File: config.mk
export PLATFORM = sky130hd
export DESIGN_NAME = current_peak_stall_detector_top_flat
export DESIGN_NICKNAME = d
export VERILOG_FILES = /design/src/hw/rtl/cpsd_pkg.sv /design/src/hw/rtl/cpsd_channels.sv /design/src/hw/rtl/cpsd_controller.sv /design/src/hw/rtl/cpsd_datapath.sv /design/src/hw/rtl/current_peak_stall_detector_top.sv /design/src/flat_wrapper.sv
export SDC_FILE = /design/constraint.sdc
export NUM_CORES = 1
export LEC_CHECK = 0
export BUFFER_PORTS_ARGS = -buffer_cell sky130_fd_sc_hd__buf_2
export CORE_MARGIN = 4
export CORE_UTILIZATION = 57
export CTS_CLUSTER_SIZE = 12
export DETAILED_ROUTE_END_ITERATION = 16
export GPL_ROUTABILITY_DRIVEN = 0
export GPL_TIMING_DRIVEN = 0
export HOLD_SLACK_MARGIN = 0.06
export PLACE_DENSITY = 0.88
export SKIP_CTS_REPAIR_TIMING = 1
export SYNTH_ARGS = -nofsm -noshare
export SYNTH_HDL_FRONTEND = slang
export SYNTH_HIERARCHICAL = 1
export SYNTH_SLANG_ARGS = --single-unit
File: constraint.sdc
create_clock -name clock -period 10.6 [get_ports clock]
set_clock_uncertainty 0.2 [all_clocks]
set_input_delay 1.59 -clock clock [delete_from_list [all_inputs] [get_ports clock]]
set_output_delay 1.59 -clock clock [all_outputs]
set_load 0.02 [all_outputs]
File: src/hw/rtl/cpsd_pkg.sv
package cpsd_pkg;

   localparam int CPSD_CURRENT_BITS = 16;
   localparam int CPSD_MAG_BITS     = 16;
   localparam int CPSD_TIME_BITS    = 32;
   localparam int CPSD_CSR_IDX_BITS = 2;
   localparam int CPSD_CSR_DATA_BITS = 32;

   localparam logic [CPSD_MAG_BITS-1:0]  CPSD_THRESHOLD_RESET = 16'd1200;
   localparam logic [CPSD_TIME_BITS-1:0] CPSD_STALL_TIME_RESET = 32'd300;

   typedef enum logic [1:0] {
      KIND_SAMPLE      = 2'd0,
      KIND_EVALUATE    = 2'd1,
      KIND_STALL_RESET = 2'd2
   } kind_type;

   typedef enum logic [CPSD_CSR_IDX_BITS-1:0] {
      CSR_STALL_THRESHOLD = 2'd0,
      CSR_STALL_TIME      = 2'd1
   } csr_index_type;

   typedef struct packed {
      logic load;
      logic sq_first;
      logic sq_second;
      logic root_step;
      logic commit;
   } dp_cmd_type;

   typedef struct packed {
      logic in_is_sample;
   } dp_status_type;

endpackage

File: src/hw/rtl/cpsd_channels.sv
interface cpsd_req_if
   import cpsd_pkg::*;
#(
   parameter int CURRENT_BITS = CPSD_CURRENT_BITS
);
   logic                      valid;
   logic                      ready;
   logic [1:0]                kind;
   logic signed [CURRENT_BITS-1:0] phase_a_ma;
   logic signed [CURRENT_BITS-1:0] phase_b_ma;
   logic [CPSD_TIME_BITS-1:0] now_ms;

   modport source (output valid, kind, phase_a_ma, phase_b_ma, now_ms, input ready);
   modport sink (input valid, kind, phase_a_ma, phase_b_ma, now_ms, output ready);
endinterface

interface cpsd_rsp_if
   import cpsd_pkg::*;
();
   logic                     valid;
   logic                     ready;
   logic [CPSD_MAG_BITS-1:0] magnitude_ma;
   logic [CPSD_MAG_BITS-1:0] peak_ma;
   logic                     stall_active;
   logic                     stall_event;
   logic                     cleared_event;

   modport source (output valid, magnitude_ma, peak_ma, stall_active, stall_event,
                   cleared_event, input ready);
   modport sink (input valid, magnitude_ma, peak_ma, stall_active, stall_event,
                 cleared_event, output ready);
endinterface

File: src/hw/rtl/cpsd_controller.sv
module cpsd_controller
   import cpsd_pkg::*;
#(
   parameter int CURRENT_BITS = CPSD_CURRENT_BITS
) (
   input  logic          clock,
   input  logic          reset,
   input  logic          req_valid,
   output logic          req_ready,
   output logic          rsp_valid,
   input  logic          rsp_ready,
   input  dp_status_type status,
   output dp_cmd_type    cmd
);

   localparam int CNT_W = $clog2(CURRENT_BITS);

   typedef enum logic [4:0] {
      ST_IDLE = 5'b00001,
      ST_SQA  = 5'b00010,
      ST_SQB  = 5'b00100,
      ST_ROOT = 5'b01000,
      ST_DONE = 5'b10000
   } state_type;

   state_type        state_ff, state_in;
   logic [CNT_W-1:0] cnt_ff, cnt_in;
   logic             rsp_valid_ff, rsp_valid_in;
   logic             accept;
   logic             commit;

   assign req_ready = (state_ff == ST_IDLE);
   assign accept    = req_valid && req_ready;
   assign commit    = (state_ff == ST_DONE) && (!rsp_valid_ff || rsp_ready);
   assign rsp_valid = rsp_valid_ff;

   always_comb begin
      state_in = state_ff;
      cnt_in   = cnt_ff;
      unique case (state_ff)
         ST_IDLE: begin
            if (accept) begin
               state_in = status.in_is_sample ? ST_SQA : ST_DONE;
            end
         end
         ST_SQA: begin
            state_in = ST_SQB;
         end
         ST_SQB: begin
            state_in = ST_ROOT;
            cnt_in   = '0;
         end
         ST_ROOT: begin
            if (cnt_ff == CNT_W'(CURRENT_BITS - 1)) begin
               state_in = ST_DONE;
            end
            cnt_in = cnt_ff + CNT_W'(1);
         end
         ST_DONE: begin
            if (commit) begin
               state_in = ST_IDLE;
            end
         end
         default: begin
            state_in = ST_IDLE;
         end
      endcase
   end

   always_comb begin
      if (commit) begin
         rsp_valid_in = 1'b1;
      end else if (rsp_ready) begin
         rsp_valid_in = 1'b0;
      end else begin
         rsp_valid_in = rsp_valid_ff;
      end
   end

   always_comb begin
      cmd.load      = accept;
      cmd.sq_first  = (state_ff == ST_SQA);
      cmd.sq_second = (state_ff == ST_SQB);
      cmd.root_step = (state_ff == ST_ROOT);
      cmd.commit    = commit;
   end

   always_ff @(posedge clock) begin
      if (reset) begin
         state_ff     <= ST_IDLE;
         cnt_ff       <= '0;
         rsp_valid_ff <= 1'b0;
      end else begin
         state_ff     <= state_in;
         cnt_ff       <= cnt_in;
         rsp_valid_ff <= rsp_valid_in;
      end
   end

endmodule

File: src/hw/rtl/cpsd_datapath.sv
module cpsd_datapath
   import cpsd_pkg::*;
#(
   parameter int CURRENT_BITS = CPSD_CURRENT_BITS
) (
   input  logic                           clock,
   input  logic                           reset,
   input  dp_cmd_type                     cmd,
   output dp_status_type                  status,
   input  logic [1:0]                     req_kind,
   input  logic signed [CURRENT_BITS-1:0] req_phase_a_ma,
   input  logic signed [CURRENT_BITS-1:0] req_phase_b_ma,
   input  logic [CPSD_TIME_BITS-1:0]      req_now_ms,
   input  logic                           csr_write_en,
   input  logic [CPSD_CSR_IDX_BITS-1:0]   csr_index,
   input  logic [CPSD_CSR_DATA_BITS-1:0]  csr_wdata,
   output logic [CPSD_MAG_BITS-1:0]       rsp_magnitude_ma,
   output logic [CPSD_MAG_BITS-1:0]       rsp_peak_ma,
   output logic                           rsp_stall_active,
   output logic                           rsp_stall_event,
   output logic                           rsp_cleared_event
);

   localparam int CB  = CURRENT_BITS;
   localparam int SQW = 2 * CURRENT_BITS;
   localparam int RMW = CURRENT_BITS + 2;
   localparam int EXW = (CURRENT_BITS > CPSD_MAG_BITS) ? CURRENT_BITS : CPSD_MAG_BITS;
   localparam logic [EXW-1:0] MAG_MAX = EXW'({CPSD_MAG_BITS{1'b1}});

   logic [1:0]                kind_ff;
   logic [CB-1:0]             abs_a_ff, abs_b_ff;
   logic [CPSD_TIME_BITS-1:0] now_ff;
   logic [SQW-1:0]            acc_ff;
   logic [RMW-1:0]            rem_ff;
   logic [CB-1:0]             root_ff;

   logic [CPSD_MAG_BITS-1:0]  thr_ff;
   logic [CPSD_TIME_BITS-1:0] stall_time_ff;
   logic [CPSD_MAG_BITS-1:0]  peak_ff, peak_in;
   logic                      timing_ff, timing_in;
   logic [CPSD_TIME_BITS-1:0] since_ff, since_in;
   logic                      latch_ff, latch_in;

   logic [CPSD_MAG_BITS-1:0]  mag_ff, mag_out;
   logic [CPSD_MAG_BITS-1:0]  peak_out_ff, peak_out;
   logic                      active_ff;
   logic                      sev_ff, sev_out;
   logic                      cev_ff, cev_out;

   logic [CB-1:0]             abs_a_in, abs_b_in;
   logic [CB-1:0]             mul_op;
   logic [SQW-1:0]            prod;
   logic [RMW-1:0]            rem_shift, trial, rem_in;
   logic                      ge;
   logic [EXW-1:0]            root_ext;
   logic [CPSD_MAG_BITS-1:0]  mag_sat;
   logic [CPSD_TIME_BITS-1:0] elapsed;

   assign status.in_is_sample = (kind_type'(req_kind) == KIND_SAMPLE);

   assign abs_a_in = req_phase_a_ma[CB-1] ? CB'(-req_phase_a_ma) : CB'(req_phase_a_ma);
   assign abs_b_in = req_phase_b_ma[CB-1] ? CB'(-req_phase_b_ma) : CB'(req_phase_b_ma);

   assign mul_op = cmd.sq_second ? abs_b_ff : abs_a_ff;
   assign prod   = SQW'(mul_op) * SQW'(mul_op);

   assign rem_shift = {rem_ff[CB-1:0], acc_ff[SQW-1 -: 2]};
   assign trial     = {root_ff, 2'b01};
   assign ge        = (rem_shift >= trial);
   assign rem_in    = ge ? (rem_shift - trial) : rem_shift;

   assign root_ext = EXW'(root_ff);
   assign mag_sat  = (root_ext > MAG_MAX) ? {CPSD_MAG_BITS{1'b1}}
                                          : root_ext[CPSD_MAG_BITS-1:0];
   assign elapsed  = now_ff - since_ff;

   always_comb begin
      peak_in   = peak_ff;
      timing_in = timing_ff;
      since_in  = since_ff;
      latch_in  = latch_ff;
      mag_out   = '0;
      peak_out  = peak_ff;
      sev_out   = 1'b0;
      cev_out   = 1'b0;
      unique case (kind_ff)
         KIND_SAMPLE: begin
            mag_out = mag_sat;
            if (mag_sat > peak_ff) begin
               peak_in = mag_sat;
            end
            peak_out = peak_in;
         end
         KIND_EVALUATE: begin
            peak_in = '0;
            if (!latch_ff) begin
               priority if (peak_ff < thr_ff) begin
                  timing_in = 1'b0;
                  since_in  = '0;
               end else if (!timing_ff) begin
                  timing_in = 1'b1;
                  since_in  = now_ff;
               end else begin
                  if (elapsed >= stall_time_ff) begin
                     latch_in = 1'b1;
                     sev_out  = 1'b1;
                  end
               end
            end
         end
         KIND_STALL_RESET: begin
            cev_out   = latch_ff;
            timing_in = 1'b0;
            since_in  = '0;
            latch_in  = 1'b0;
         end
         default: begin
         end
      endcase
   end

   always_ff @(posedge clock) begin
      if (cmd.load) begin
         kind_ff  <= req_kind;
         abs_a_ff <= abs_a_in;
         abs_b_ff <= abs_b_in;
         now_ff   <= req_now_ms;
      end
      if (cmd.sq_first) begin
         acc_ff  <= prod;
         rem_ff  <= '0;
         root_ff <= '0;
      end else if (cmd.sq_second) begin
         acc_ff <= acc_ff + prod;
      end else if (cmd.root_step) begin
         acc_ff  <= {acc_ff[SQW-3:0], 2'b00};
         rem_ff  <= rem_in;
         root_ff <= {root_ff[CB-2:0], ge};
      end
      if (cmd.commit) begin
         mag_ff      <= mag_out;
         peak_out_ff <= peak_out;
         active_ff   <= latch_in;
         sev_ff      <= sev_out;
         cev_ff      <= cev_out;
      end
   end

   always_ff @(posedge clock) begin
      if (reset) begin
         thr_ff        <= CPSD_THRESHOLD_RESET;
         stall_time_ff <= CPSD_STALL_TIME_RESET;
         peak_ff       <= '0;
         timing_ff     <= 1'b0;
         since_ff      <= '0;
         latch_ff      <= 1'b0;
      end else begin
         if (csr_write_en && csr_index == CSR_STALL_THRESHOLD) begin
            thr_ff <= csr_wdata[CPSD_MAG_BITS-1:0];
         end
         if (csr_write_en && csr_index == CSR_STALL_TIME) begin
            stall_time_ff <= csr_wdata[CPSD_TIME_BITS-1:0];
         end
         if (cmd.commit) begin
            peak_ff   <= peak_in;
            timing_ff <= timing_in;
            since_ff  <= since_in;
            latch_ff  <= latch_in;
         end
      end
   end

   assign rsp_magnitude_ma  = mag_ff;
   assign rsp_peak_ma       = peak_out_ff;
   assign rsp_stall_active  = active_ff;
   assign rsp_stall_event   = sev_ff;
   assign rsp_cleared_event = cev_ff;

endmodule

File: src/hw/rtl/current_peak_stall_detector_top.sv
// Channel    | Direction | Transfer contents
// -----------+-----------+------------------------------------------------------
// req_bus    | in        | kind, phase_a_ma, phase_b_ma, now_ms
// rsp_bus    | out       | magnitude_ma, peak_ma, stall_active, stall_event,
//            |           | cleared_event
// csr_*      | in        | write enable, register index, write data
//
// A current sample's magnitude comes from the square root, which yields one result bit
// per cycle, after both phases are squared in turn on the shared squaring multiplier.
// Evaluate, stall reset and unused kinds skip the squaring and the square root.
// Reset is synchronous and active high; it restores the register defaults and clears
// the peak hold, the timing and the latch.
// The next request is taken while a result still waits in the output register; a
// stalled output holds the finished item back only once a second one is complete.
module current_peak_stall_detector_top
   import cpsd_pkg::*;
#(
   parameter int CURRENT_BITS = CPSD_CURRENT_BITS
) (
   input  logic                          clock,
   input  logic                          reset,
   cpsd_req_if.sink                      req_bus,
   cpsd_rsp_if.source                    rsp_bus,
   input  logic                          csr_write_en,
   input  logic [CPSD_CSR_IDX_BITS-1:0]  csr_index,
   input  logic [CPSD_CSR_DATA_BITS-1:0] csr_wdata
);

   dp_cmd_type    cmd;
   dp_status_type status;

   cpsd_controller #(
      .CURRENT_BITS(CURRENT_BITS)
   ) u_ctrl (
      .clock    (clock),
      .reset    (reset),
      .req_valid(req_bus.valid),
      .req_ready(req_bus.ready),
      .rsp_valid(rsp_bus.valid),
      .rsp_ready(rsp_bus.ready),
      .status   (status),
      .cmd      (cmd)
   );

   cpsd_datapath #(
      .CURRENT_BITS(CURRENT_BITS)
   ) u_dp (
      .clock            (clock),
      .reset            (reset),
      .cmd              (cmd),
      .status           (status),
      .req_kind         (req_bus.kind),
      .req_phase_a_ma   (req_bus.phase_a_ma),
      .req_phase_b_ma   (req_bus.phase_b_ma),
      .req_now_ms       (req_bus.now_ms),
      .csr_write_en     (csr_write_en),
      .csr_index        (csr_index),
      .csr_wdata        (csr_wdata),
      .rsp_magnitude_ma (rsp_bus.magnitude_ma),
      .rsp_peak_ma      (rsp_bus.peak_ma),
      .rsp_stall_active (rsp_bus.stall_active),
      .rsp_stall_event  (rsp_bus.stall_event),
      .rsp_cleared_event(rsp_bus.cleared_event)
   );

endmodule

File: src/flat_wrapper.sv
// flat-port wrapper written by rule: the top's interface ports become plain ports
module current_peak_stall_detector_top_flat import cpsd_pkg::*;
#(
   parameter int CURRENT_BITS = CPSD_CURRENT_BITS
)
  (clock, reset, csr_write_en, csr_index, csr_wdata, req_bus_valid, req_bus_kind, req_bus_phase_a_ma, req_bus_phase_b_ma, req_bus_now_ms, req_bus_ready, rsp_bus_valid, rsp_bus_magnitude_ma, rsp_bus_peak_ma, rsp_bus_stall_active, rsp_bus_stall_event, rsp_bus_cleared_event, rsp_bus_ready);
  cpsd_req_if #(.CURRENT_BITS(CURRENT_BITS)) req_bus_i ();
  cpsd_rsp_if rsp_bus_i ();
  input  logic clock;
  input  logic reset;
  input  logic csr_write_en;
  input  logic [CPSD_CSR_IDX_BITS-1:0] csr_index;
  input  logic [CPSD_CSR_DATA_BITS-1:0] csr_wdata;
  input wire logic [$bits(req_bus_i.valid)-1:0] req_bus_valid;
  input wire logic [$bits(req_bus_i.kind)-1:0] req_bus_kind;
  input wire logic [$bits(req_bus_i.phase_a_ma)-1:0] req_bus_phase_a_ma;
  input wire logic [$bits(req_bus_i.phase_b_ma)-1:0] req_bus_phase_b_ma;
  input wire logic [$bits(req_bus_i.now_ms)-1:0] req_bus_now_ms;
  output wire logic [$bits(req_bus_i.ready)-1:0] req_bus_ready;
  output wire logic [$bits(rsp_bus_i.valid)-1:0] rsp_bus_valid;
  output wire logic [$bits(rsp_bus_i.magnitude_ma)-1:0] rsp_bus_magnitude_ma;
  output wire logic [$bits(rsp_bus_i.peak_ma)-1:0] rsp_bus_peak_ma;
  output wire logic [$bits(rsp_bus_i.stall_active)-1:0] rsp_bus_stall_active;
  output wire logic [$bits(rsp_bus_i.stall_event)-1:0] rsp_bus_stall_event;
  output wire logic [$bits(rsp_bus_i.cleared_event)-1:0] rsp_bus_cleared_event;
  input wire logic [$bits(rsp_bus_i.ready)-1:0] rsp_bus_ready;
  assign req_bus_i.valid = req_bus_valid;
  assign req_bus_i.kind = req_bus_kind;
  assign req_bus_i.phase_a_ma = req_bus_phase_a_ma;
  assign req_bus_i.phase_b_ma = req_bus_phase_b_ma;
  assign req_bus_i.now_ms = req_bus_now_ms;
  assign req_bus_ready = req_bus_i.ready;
  assign rsp_bus_valid = rsp_bus_i.valid;
  assign rsp_bus_magnitude_ma = rsp_bus_i.magnitude_ma;
  assign rsp_bus_peak_ma = rsp_bus_i.peak_ma;
  assign rsp_bus_stall_active = rsp_bus_i.stall_active;
  assign rsp_bus_stall_event = rsp_bus_i.stall_event;
  assign rsp_bus_cleared_event = rsp_bus_i.cleared_event;
  assign rsp_bus_i.ready = rsp_bus_ready;
  current_peak_stall_detector_top #(.CURRENT_BITS(CURRENT_BITS)) u_core (.clock(clock), .reset(reset), .req_bus(req_bus_i), .rsp_bus(rsp_bus_i), .csr_write_en(csr_write_en), .csr_index(csr_index), .csr_wdata(csr_wdata));
endmodule
==> impl_results.rst, run 1 <==
.. list-table::
   :header-rows: 1

   * - Metric
     - Value
   * - Result of the run
     - completed
   * - Minimum setup slack among reg-to-reg paths
     - 430 ps
   * - Share of post-route cells with drive strength above 1
     - 9.760%
   * - Synthesis-to-layout area growth
     - 10.84%
   * - Global-route usage over all layers
     - 25.70%
   * - Violation count after the first detailed-routing iteration
     - 1774
   * - Ys flop type
     - sky130_fd_sc_hd__dfxtp_1
   * - Slowest cell on crit path
     - sky130_fd_sc_hd__fa_1
   * - Die ar.
     - 44320 um^2
   * - Clock latency on the worst-skew pair
     - 590 ps
   * - FF-to-FF Start
     - u_core/u_ctrl/state_ff[2]$_SDFFE_PP0P_
   * - WP data required
     - 10820 ps
   * - CTS tree
     - built
   * - Total congestion overflow
     - 0
   * - DR vias
     - 19590
   * - Count of yosys warnings during synthesis
     - 6
   * - Type of origin of the critical path
     - flop
   * - Worst reg2reg endpoint
     - u_core/u_dp/acc_ff[31]$_DFFE_PP_
   * - Clock Root Buffer
     - sky130_fd_sc_hd__clkbuf_16
   * - Worst Reg2Reg Path Length in Cells
     - 40
   * - Maximum fanout along the worst path
     - 10
   * - Final worst-path cycle share
     - 95.99%
   * - Tmin final
     - 10170 ps
   * - Number of placed I/O pins
     - 142
   * - Number of library cell types mapped by synthesis
     - 89
   * - Post-route ant nets
     - 0
   * - Number of hold violations in the final report
     - 0
   * - Critical Path AT
     - 10390 ps
   * - Maximum number of pins on one net before global-route repair
     - 67
   * - Routed wire length
     - 58580 um
   * - CP Class
     - reg2reg
   * - Top post-synthesis cells by area
     - sky130_fd_sc_hd__edfxtp_1 17%, sky130_fd_sc_hd__fa_1 14%, sky130_fd_sc_hd__ha_1 13%
   * - Maximum root-to-sink buffer count
     - 3
   * - Port-buffer cells
     - 141
   * - Register area share after synthesis
     - 29.07%
   * - Register clock-pin slew on the reported worst setup and hold paths
     - 60 ps
   * - HPWL after detailed placement
     - 45030 um
   * - Post-synthesis cell area
     - 23380 um^2
   * - Final nets
     - 3280
   * - Capture point of the critical path
     - u_core/u_dp/acc_ff[31]$_DFFE_PP_
   * - Rows
     - 73
   * - Timing-limited maximum frequency
     - 98.28 MHz
   * - Initial antenna violation count
     - 0
   * - Core footprint
     - 40100 um^2
   * - Avg Inst Size Synth
     - 9.059 um^2
   * - Endpoint kind of the worst setup timing path
     - flop
   * - Crit path largest cell delay
     - 550 ps
   * - Cell type group with the largest total delay on the critical path
     - adder cells
   * - H-Tree Level Count
     - 1
   * - Pins Over Slew Limit
     - 0
   * - Number of enable flip-flop cells after synthesis
     - 133
   * - Async S/R FF share, synth
     - 0%
   * - Detail-routed net length per standard cell
     - 17.69 um
   * - Timing startpoint of the critical path
     - u_core/u_ctrl/state_ff[2]$_SDFFE_PP0P_
   * - Die Wd
     - 210.5 um
   * - Cts bufs inserted
     - 30
   * - Clock Sinks
     - 273
   * - Drt via density
     - 5.916
   * - Count of state elements after synthesis
     - 273
   * - Logic depth of the worst path, buffers included
     - 40
   * - Final TNS setup
     - 0 ps
   * - Least-Margin Pin Slew
     - 999.6 ps
   * - Worst relative slew slack
     - 33.19%
   * - Worst min-delay path class
     - reg2reg
   * - Maximum Capacitance Violations
     - 0
   * - Die outline height
     - 210.5 um
   * - Setup violations, final
     - 0
   * - Startpoint of the lowest-slack hold path
     - u_core/u_dp/since_ff[3]$_SDFFE_PP0P_
   * - Post-synthesis cell type with the largest combined area
     - sky130_fd_sc_hd__edfxtp_1
   * - Antenna cell count
     - 0
   * - Buffer and inverter count on the worst path
     - 11
   * - Syn Nets
     - 3098
   * - Residual DRC
     - 0
   * - Via count of the first global-routing pass
     - 19890
   * - Number of standard cells after synthesis
     - 2581
   * - First-pass DRT Iterations
     - 6
   * - Area share of the largest cell type after synthesis
     - 17.08%
   * - Starting utilization of the core area
     - 58.31%
   * - Global-route wire length before repair
     - 95680 um
## cells by family (layout without fill, tap and decap cells)
logic type | after synthesis | in the layout | share of synthesized area (%)
xor+xnor | 128 | 128 | 4.795
compound gates | 556 | 556 | 15.44
simple gates | 684 | 684 | 13.12
mux | 58 | 58 | 2.579
buf+inv | 470 | 676 | 7.754
flops | 273 | 273 | 29.07
fa+ha+maj | 412 | 412 | 27.25
## layout make-up
| type | count | area (um^2) |
|---|---|---|
| clock buffers | 48 | 884.6 |
| flip-flops and latches | 273 | 6797 |
| well taps | 525 | 656.9 |
| repair buffers | 151 | 780.7 |
| clock inverters | 8 | 73.82 |
| inverters | 388 | 1468 |
| plain buffers | 81 | 370.4 |
| fillers | 2983 | 14180 |
| multi-input cells | 1838 | 14880 |
## stage by stage
step | std cells | hold WS (ps) | setup WS (ps) | cell area (um^2) | util [%]
2_1_floorplan | 2581 | 231.9 | 602.8 | 23380 | -
3_3_place_gp | 3247 | 237.8 | -897.8 | 24740 | 61.71
5_1_grt | 3312 | 275.8 | -27.63 | 25910 | 64.63
3_5_place_dp | 3247 | 244.2 | -1149 | 24740 | 61.71
4_1_cts | 3303 | 252.7 | -1170 | 25700 | 64.10
6_report | 3312 | 252.8 | 425.5 | 25910 | 64.63
## metal layers
layer	share of wire, %	routed length (um)	vias to the layer above	track usage [%]
li1	-	-	9103	-
met1	38	22440	9309	31.94
met2	49	28750	968	45.04
met3	8.5	4955	213	4.138
met4	4.2	2433	0	10.02
met5	0	0	-	0
## cells in the final DEF (no fill, tap or decap), drive strengths merged, types with 8 or more instances in the layout
cell type	count
o21bai	9
o211ai	8
nand2b	23
a21oi	191
a211o	9
nand4	19
inv	387
nor3	20
and2	22
nand2	325
buf	167
ha	250
mux2	15
dfxtp	140
a22o	16
o21a	26
mux2i	43
fa	162
a21o	78
o31ai	11
and3	15
a211oi	29
nor2	145
clkbuf	113
edfxtp	133
nor2b	18
o21ai	107
xnor2	92
nand3	58
a31oi	16
xor2	36
## how the worst min path moves through the flow
stage | end | slack, ps | cells past startpoint
global placement | u_core/u_dp/since_ff[17]$_SDFFE_PP0P_ | 240 | 2
detailed placement | u_core/u_dp/since_ff[1]$_SDFFE_PP0P_ | 240 | 2
floorplan | u_core/u_dp/since_ff[10]$_SDFFE_PP0P_ | 230 | 2
finish | u_core/u_dp/since_ff[3]$_SDFFE_PP0P_ | 250 | 2
CTS | u_core/u_dp/since_ff[1]$_SDFFE_PP0P_ | 250 | 2
global route | u_core/u_dp/since_ff[22]$_SDFFE_PP0P_ | 280 | 2
## cell usage after synthesis, drive strengths merged (15+ instances only)
| master | number |
|---|---|
| nand4 | 19 |
| o21ai | 107 |
| a211oi | 29 |
| and2 | 22 |
| nor2b | 18 |
| edfxtp | 133 |
| nand2b | 23 |
| mux2i | 43 |
| mux2 | 15 |
| nor2 | 145 |
| nand2 | 325 |
| a21oi | 191 |
| xnor2 | 92 |
| xor2 | 36 |
| nor3 | 20 |
| fa | 162 |
| and3 | 15 |
| clkbuf | 67 |
| dfxtp | 140 |
| a31oi | 16 |
| inv | 384 |
| buf | 15 |
| a21o | 78 |
| nand3 | 58 |
| o21a | 26 |
| ha | 250 |
| a22o | 16 |
## tightest hold or removal path, stage by stage (launching register included)
cell                      delay, ps
sky130_fd_sc_hd__dfxtp_1        310
sky130_fd_sc_hd__nand2_1         50
sky130_fd_sc_hd__a21oi_1         50
## registers in the layout (all words and copies together), names as in the netlist, 32 cells and up
name	cells
u_core/u_dp/stall_time_ff	32
u_core/u_dp/acc_ff	32
u_core/u_dp/now_ff	32
u_core/u_dp/since_ff	32
Power of run 1 is not shown: default switching activity piles up to over one toggle a cycle in this logic, so the estimate is an artifact.
==> inputs of run 2 (changes only) <==
--- a/config.mk
+++ b/config.mk
@@ -5,15 +5,18 @@
 export SDC_FILE = /design/constraint.sdc
 export NUM_CORES = 1
 export LEC_CHECK = 0
+export ABC_AREA = 1
 export BUFFER_PORTS_ARGS = -buffer_cell sky130_fd_sc_hd__buf_2
+export CELL_PAD_IN_SITES_DETAIL_PLACEMENT = 0
+export CELL_PAD_IN_SITES_GLOBAL_PLACEMENT = 1
 export CORE_MARGIN = 4
-export CORE_UTILIZATION = 57
+export CORE_UTILIZATION = 43
 export CTS_CLUSTER_SIZE = 12
 export DETAILED_ROUTE_END_ITERATION = 16
 export GPL_ROUTABILITY_DRIVEN = 0
 export GPL_TIMING_DRIVEN = 0
 export HOLD_SLACK_MARGIN = 0.06
-export PLACE_DENSITY = 0.88
+export PLACE_DENSITY = 0.89
 export SKIP_CTS_REPAIR_TIMING = 1
 export SYNTH_ARGS = -nofsm -noshare
 export SYNTH_HDL_FRONTEND = slang
==> run 2 against run 1 <==
  * Via count is 11% higher
  * Die area grew 40%
  * Sequential share of layout area is 1.8 points lower
  * First-iteration DRC count shrank 14%
  * Routed wire length grew 14%
  * Synthesized cell count up 26%
  * Register-to-register slack improved by 210 ps
  * Fmax is 2.1% higher
  * Critical path type unchanged
  * Critical endpoint is now u_core/u_dp/acc_ff[25]$_DFFE_PP_
==> impl_results.rst, run 2 <==
.. list-table::
   :header-rows: 1

   * - Metric
     - Value
   * - Type of origin of the critical path
     - flop
   * - Maximum number of pins on one net before global-route repair
     - 67
   * - Violation count after the first detailed-routing iteration
     - 1529
   * - Port-buffer cells
     - 139
   * - First-pass DRT Iterations
     - 7
   * - Register area share after synthesis
     - 27.11%
   * - Crit path largest cell delay
     - 660 ps
   * - Worst relative slew slack
     - 41.29%
   * - H-Tree Level Count
     - 2
   * - Slowest cell on crit path
     - sky130_fd_sc_hd__clkinv_1
   * - CP Class
     - reg2reg
   * - Antenna cell count
     - 0
   * - Number of enable flip-flop cells after synthesis
     - 133
   * - Clock latency on the worst-skew pair
     - 560 ps
   * - Unrepaired setup endpoints after global routing
     - false
   * - Commonest cells after routing, fill and taps aside
     - 598 x sky130_fd_sc_hd__inv_1, 582 x sky130_fd_sc_hd__nand2_1, 287 x sky130_fd_sc_hd__nor2_1
   * - Worst min-delay path class
     - reg2reg
   * - Post-route ant nets
     - 0
   * - Syn Nets
     - 3777
   * - Post-synthesis cell type with the largest combined area
     - sky130_fd_sc_hd__edfxtp_1
   * - Die Wd
     - 249.5 um
   * - Die outline height
     - 249.5 um
   * - Placed instance area
     - 26720 um^2
   * - Library cell with the highest instance count after synthesis
     - sky130_fd_sc_hd__inv_1
   * - Maximum root-to-sink buffer count
     - 3
   * - Core footprint
     - 57700 um^2
   * - Cts bufs inserted
     - 35
   * - Buffer and inverter count on the worst path
     - 11
   * - Final worst-path cycle share
     - 93.98%
   * - Share of post-route cells with drive strength above 1
     - 8.865%
   * - GRT Max-Usage Layer
     - met2
   * - Count of state elements after synthesis
     - 273
   * - WP data required
     - 10710 ps
   * - Rows
     - 88
   * - Via count of the first global-routing pass
     - 20570
   * - Endpoint kind of the worst setup timing path
     - flop
   * - Met3 Usage GRT
     - 2.762%
   * - Async S/R FF share, synth
     - 0%
   * - Global-route usage over all layers
     - 20.89%
   * - Initial antenna violation count
     - 0
   * - Leading post-synthesis cells by instance count
     - 598 x sky130_fd_sc_hd__inv_1, 583 x sky130_fd_sc_hd__nand2_1, 287 x sky130_fd_sc_hd__nor2_1, 269 x sky130_fd_sc_hd__a21oi_1, 250 x sky130_fd_sc_hd__ha_1
   * - Top post-synthesis cells by area
     - sky130_fd_sc_hd__edfxtp_1 16%, sky130_fd_sc_hd__fa_1 13%, sky130_fd_sc_hd__ha_1 12%
   * - Area of all placed cells without fillers
     - 27880 um^2
   * - Final design utilization
     - 48.32%
   * - Maximum Capacitance Violations
     - 0
   * - Global-route wire length before repair
     - 107200 um
   * - DR vias
     - 21720
   * - Residual DRC
     - 0
   * - HPWL after detailed placement
     - 54020 um
   * - Timing-limited maximum frequency
     - 100.4 MHz
   * - Most common cell on crit path
     - sky130_fd_sc_hd__inv_1
   * - Count of yosys warnings during synthesis
     - 6
   * - Ys flop type
     - sky130_fd_sc_hd__dfxtp_1
   * - Total congestion overflow
     - 0
   * - Cell type group with the largest total delay on the critical path
     - adder cells
   * - Post-synthesis cell area
     - 25070 um^2
   * - Register clock-pin slew on the reported worst setup and hold paths
     - 60 ps
   * - GRT met2 Usage
     - 35.25%
   * - Clock Root Buffer
     - sky130_fd_sc_hd__clkbuf_16
   * - Filler-free cell count of the finished design
     - 4228
   * - CTS tree
     - built
   * - Clock Sinks
     - 273
   * - Final nets
     - 3953
   * - Final TNS setup
     - 0 ps
   * - Critical Path AT
     - 10070 ps
   * - Number of standard cells after synthesis
     - 3260
   * - Detail-routed net length per standard cell
     - 15.76 um
   * - Result of the run
     - completed
   * - Total placed cells including tap cells
     - 4164
   * - Avg Inst Size Synth
     - 7.690 um^2
   * - Area share of the largest cell type after synthesis
     - 15.93%
   * - Synthesis-to-layout area growth
     - 11.21%
   * - Die ar.
     - 62230 um^2
   * - Least-Margin Pin Slew
     - 877.5 ps
   * - Number of placed I/O pins
     - 142
   * - Number of hold violations in the final report
     - 0
   * - Maximum fanout along the worst path
     - 10
   * - Routed wire length
     - 66630 um
   * - Tmin final
     - 9962 ps
   * - Starting utilization of the core area
     - 43.45%
   * - Number of library cell types mapped by synthesis
     - 55
   * - Pins Over Slew Limit
     - 0
   * - Met1 Use GR
     - 28.93%
   * - Drt via density
     - 5.138
   * - Most frequent standard cell in the layout excluding fill and tap cells
     - sky130_fd_sc_hd__inv_1
   * - Setup violations, final
     - 0
==> run 2: cell types whose count changed after synthesis, moves of 19 or more <==
cell	change
sky130_fd_sc_hd__a21o_1	-59
sky130_fd_sc_hd__xnor2_1	-60
sky130_fd_sc_hd__nand3_1	+150
sky130_fd_sc_hd__a21oi_1	+79
sky130_fd_sc_hd__xor2_1	+30
sky130_fd_sc_hd__nand2b_1	-23
sky130_fd_sc_hd__o21a_1	-19
sky130_fd_sc_hd__inv_1	+215
sky130_fd_sc_hd__o21ai_0	+73
sky130_fd_sc_hd__mux2i_1	-43
sky130_fd_sc_hd__clkbuf_1	-21
sky130_fd_sc_hd__nor2_1	+142
sky130_fd_sc_hd__nand2_1	+259
==> run 2: cell type report <==
class / instances / area [um^2]
buffer: 77 / 372.9
clock buffer: 48 / 1005
clock inverter: 16 / 148.9
fill: 5777 / 29820
inverter: 616 / 2313
multi-input combinational: 2294 / 15590
sequential: 273 / 6797
tap: 765 / 957.2
timing repair buffer: 139 / 695.7
==> run 2: cell families (layout without fill, tap and decap cells) <==
| group | Yosys count | count (layout) | synth area share [%] |
|---|---|---|---|
| flops | 273 | 273 | 27.11 |
| fa+ha+maj | 412 | 412 | 25.42 |
| simple gates | 1216 | 1216 | 20.72 |
| compound gates | 568 | 568 | 12.61 |
| buf+inv | 693 | 896 | 10.72 |
| xor+xnor | 98 | 98 | 3.424 |
==> run 2: through the flow <==
step | hold WS, ps | setup WS, ps
finish | 259.4 | 638.3
global route | 270.7 | 240.5
CTS | 258.3 | 805.8
detailed placement | 251.2 | 888.9
global placement | 242.7 | 712.8
floorplan | 233.1 | 2536
==> run 2: routing by layer <==
metal	part of all wire, %	wire [um]
met3	5.3	3556
met1	45	30180
met5	0	0
met2	48	31730
met4	1.8	1167
==> run 2: worst paths after layout <==
path	startpoint	cells after the start	slack [ps]	endpoint
max	u_core/u_ctrl/state_ff[1]$_SDFFE_PP0P_	38	640	u_core/u_dp/acc_ff[25]$_DFFE_PP_
min	u_core/u_dp/since_ff[15]$_SDFFE_PP0P_	2	260	u_core/u_dp/since_ff[15]$_SDFFE_PP0P_
max reg2reg	u_core/u_ctrl/state_ff[1]$_SDFFE_PP0P_	38	640	u_core/u_dp/acc_ff[25]$_DFFE_PP_
min reg2reg	u_core/u_dp/since_ff[15]$_SDFFE_PP0P_	2	260	u_core/u_dp/since_ff[15]$_SDFFE_PP0P_
==> run 2: tightest hold or removal path: stages, from the launching register on <==
cell,delay [ps]
sky130_fd_sc_hd__dfxtp_1,290
sky130_fd_sc_hd__inv_1,60
sky130_fd_sc_hd__a21oi_1,60
Power of run 2 is left out for the same reason.
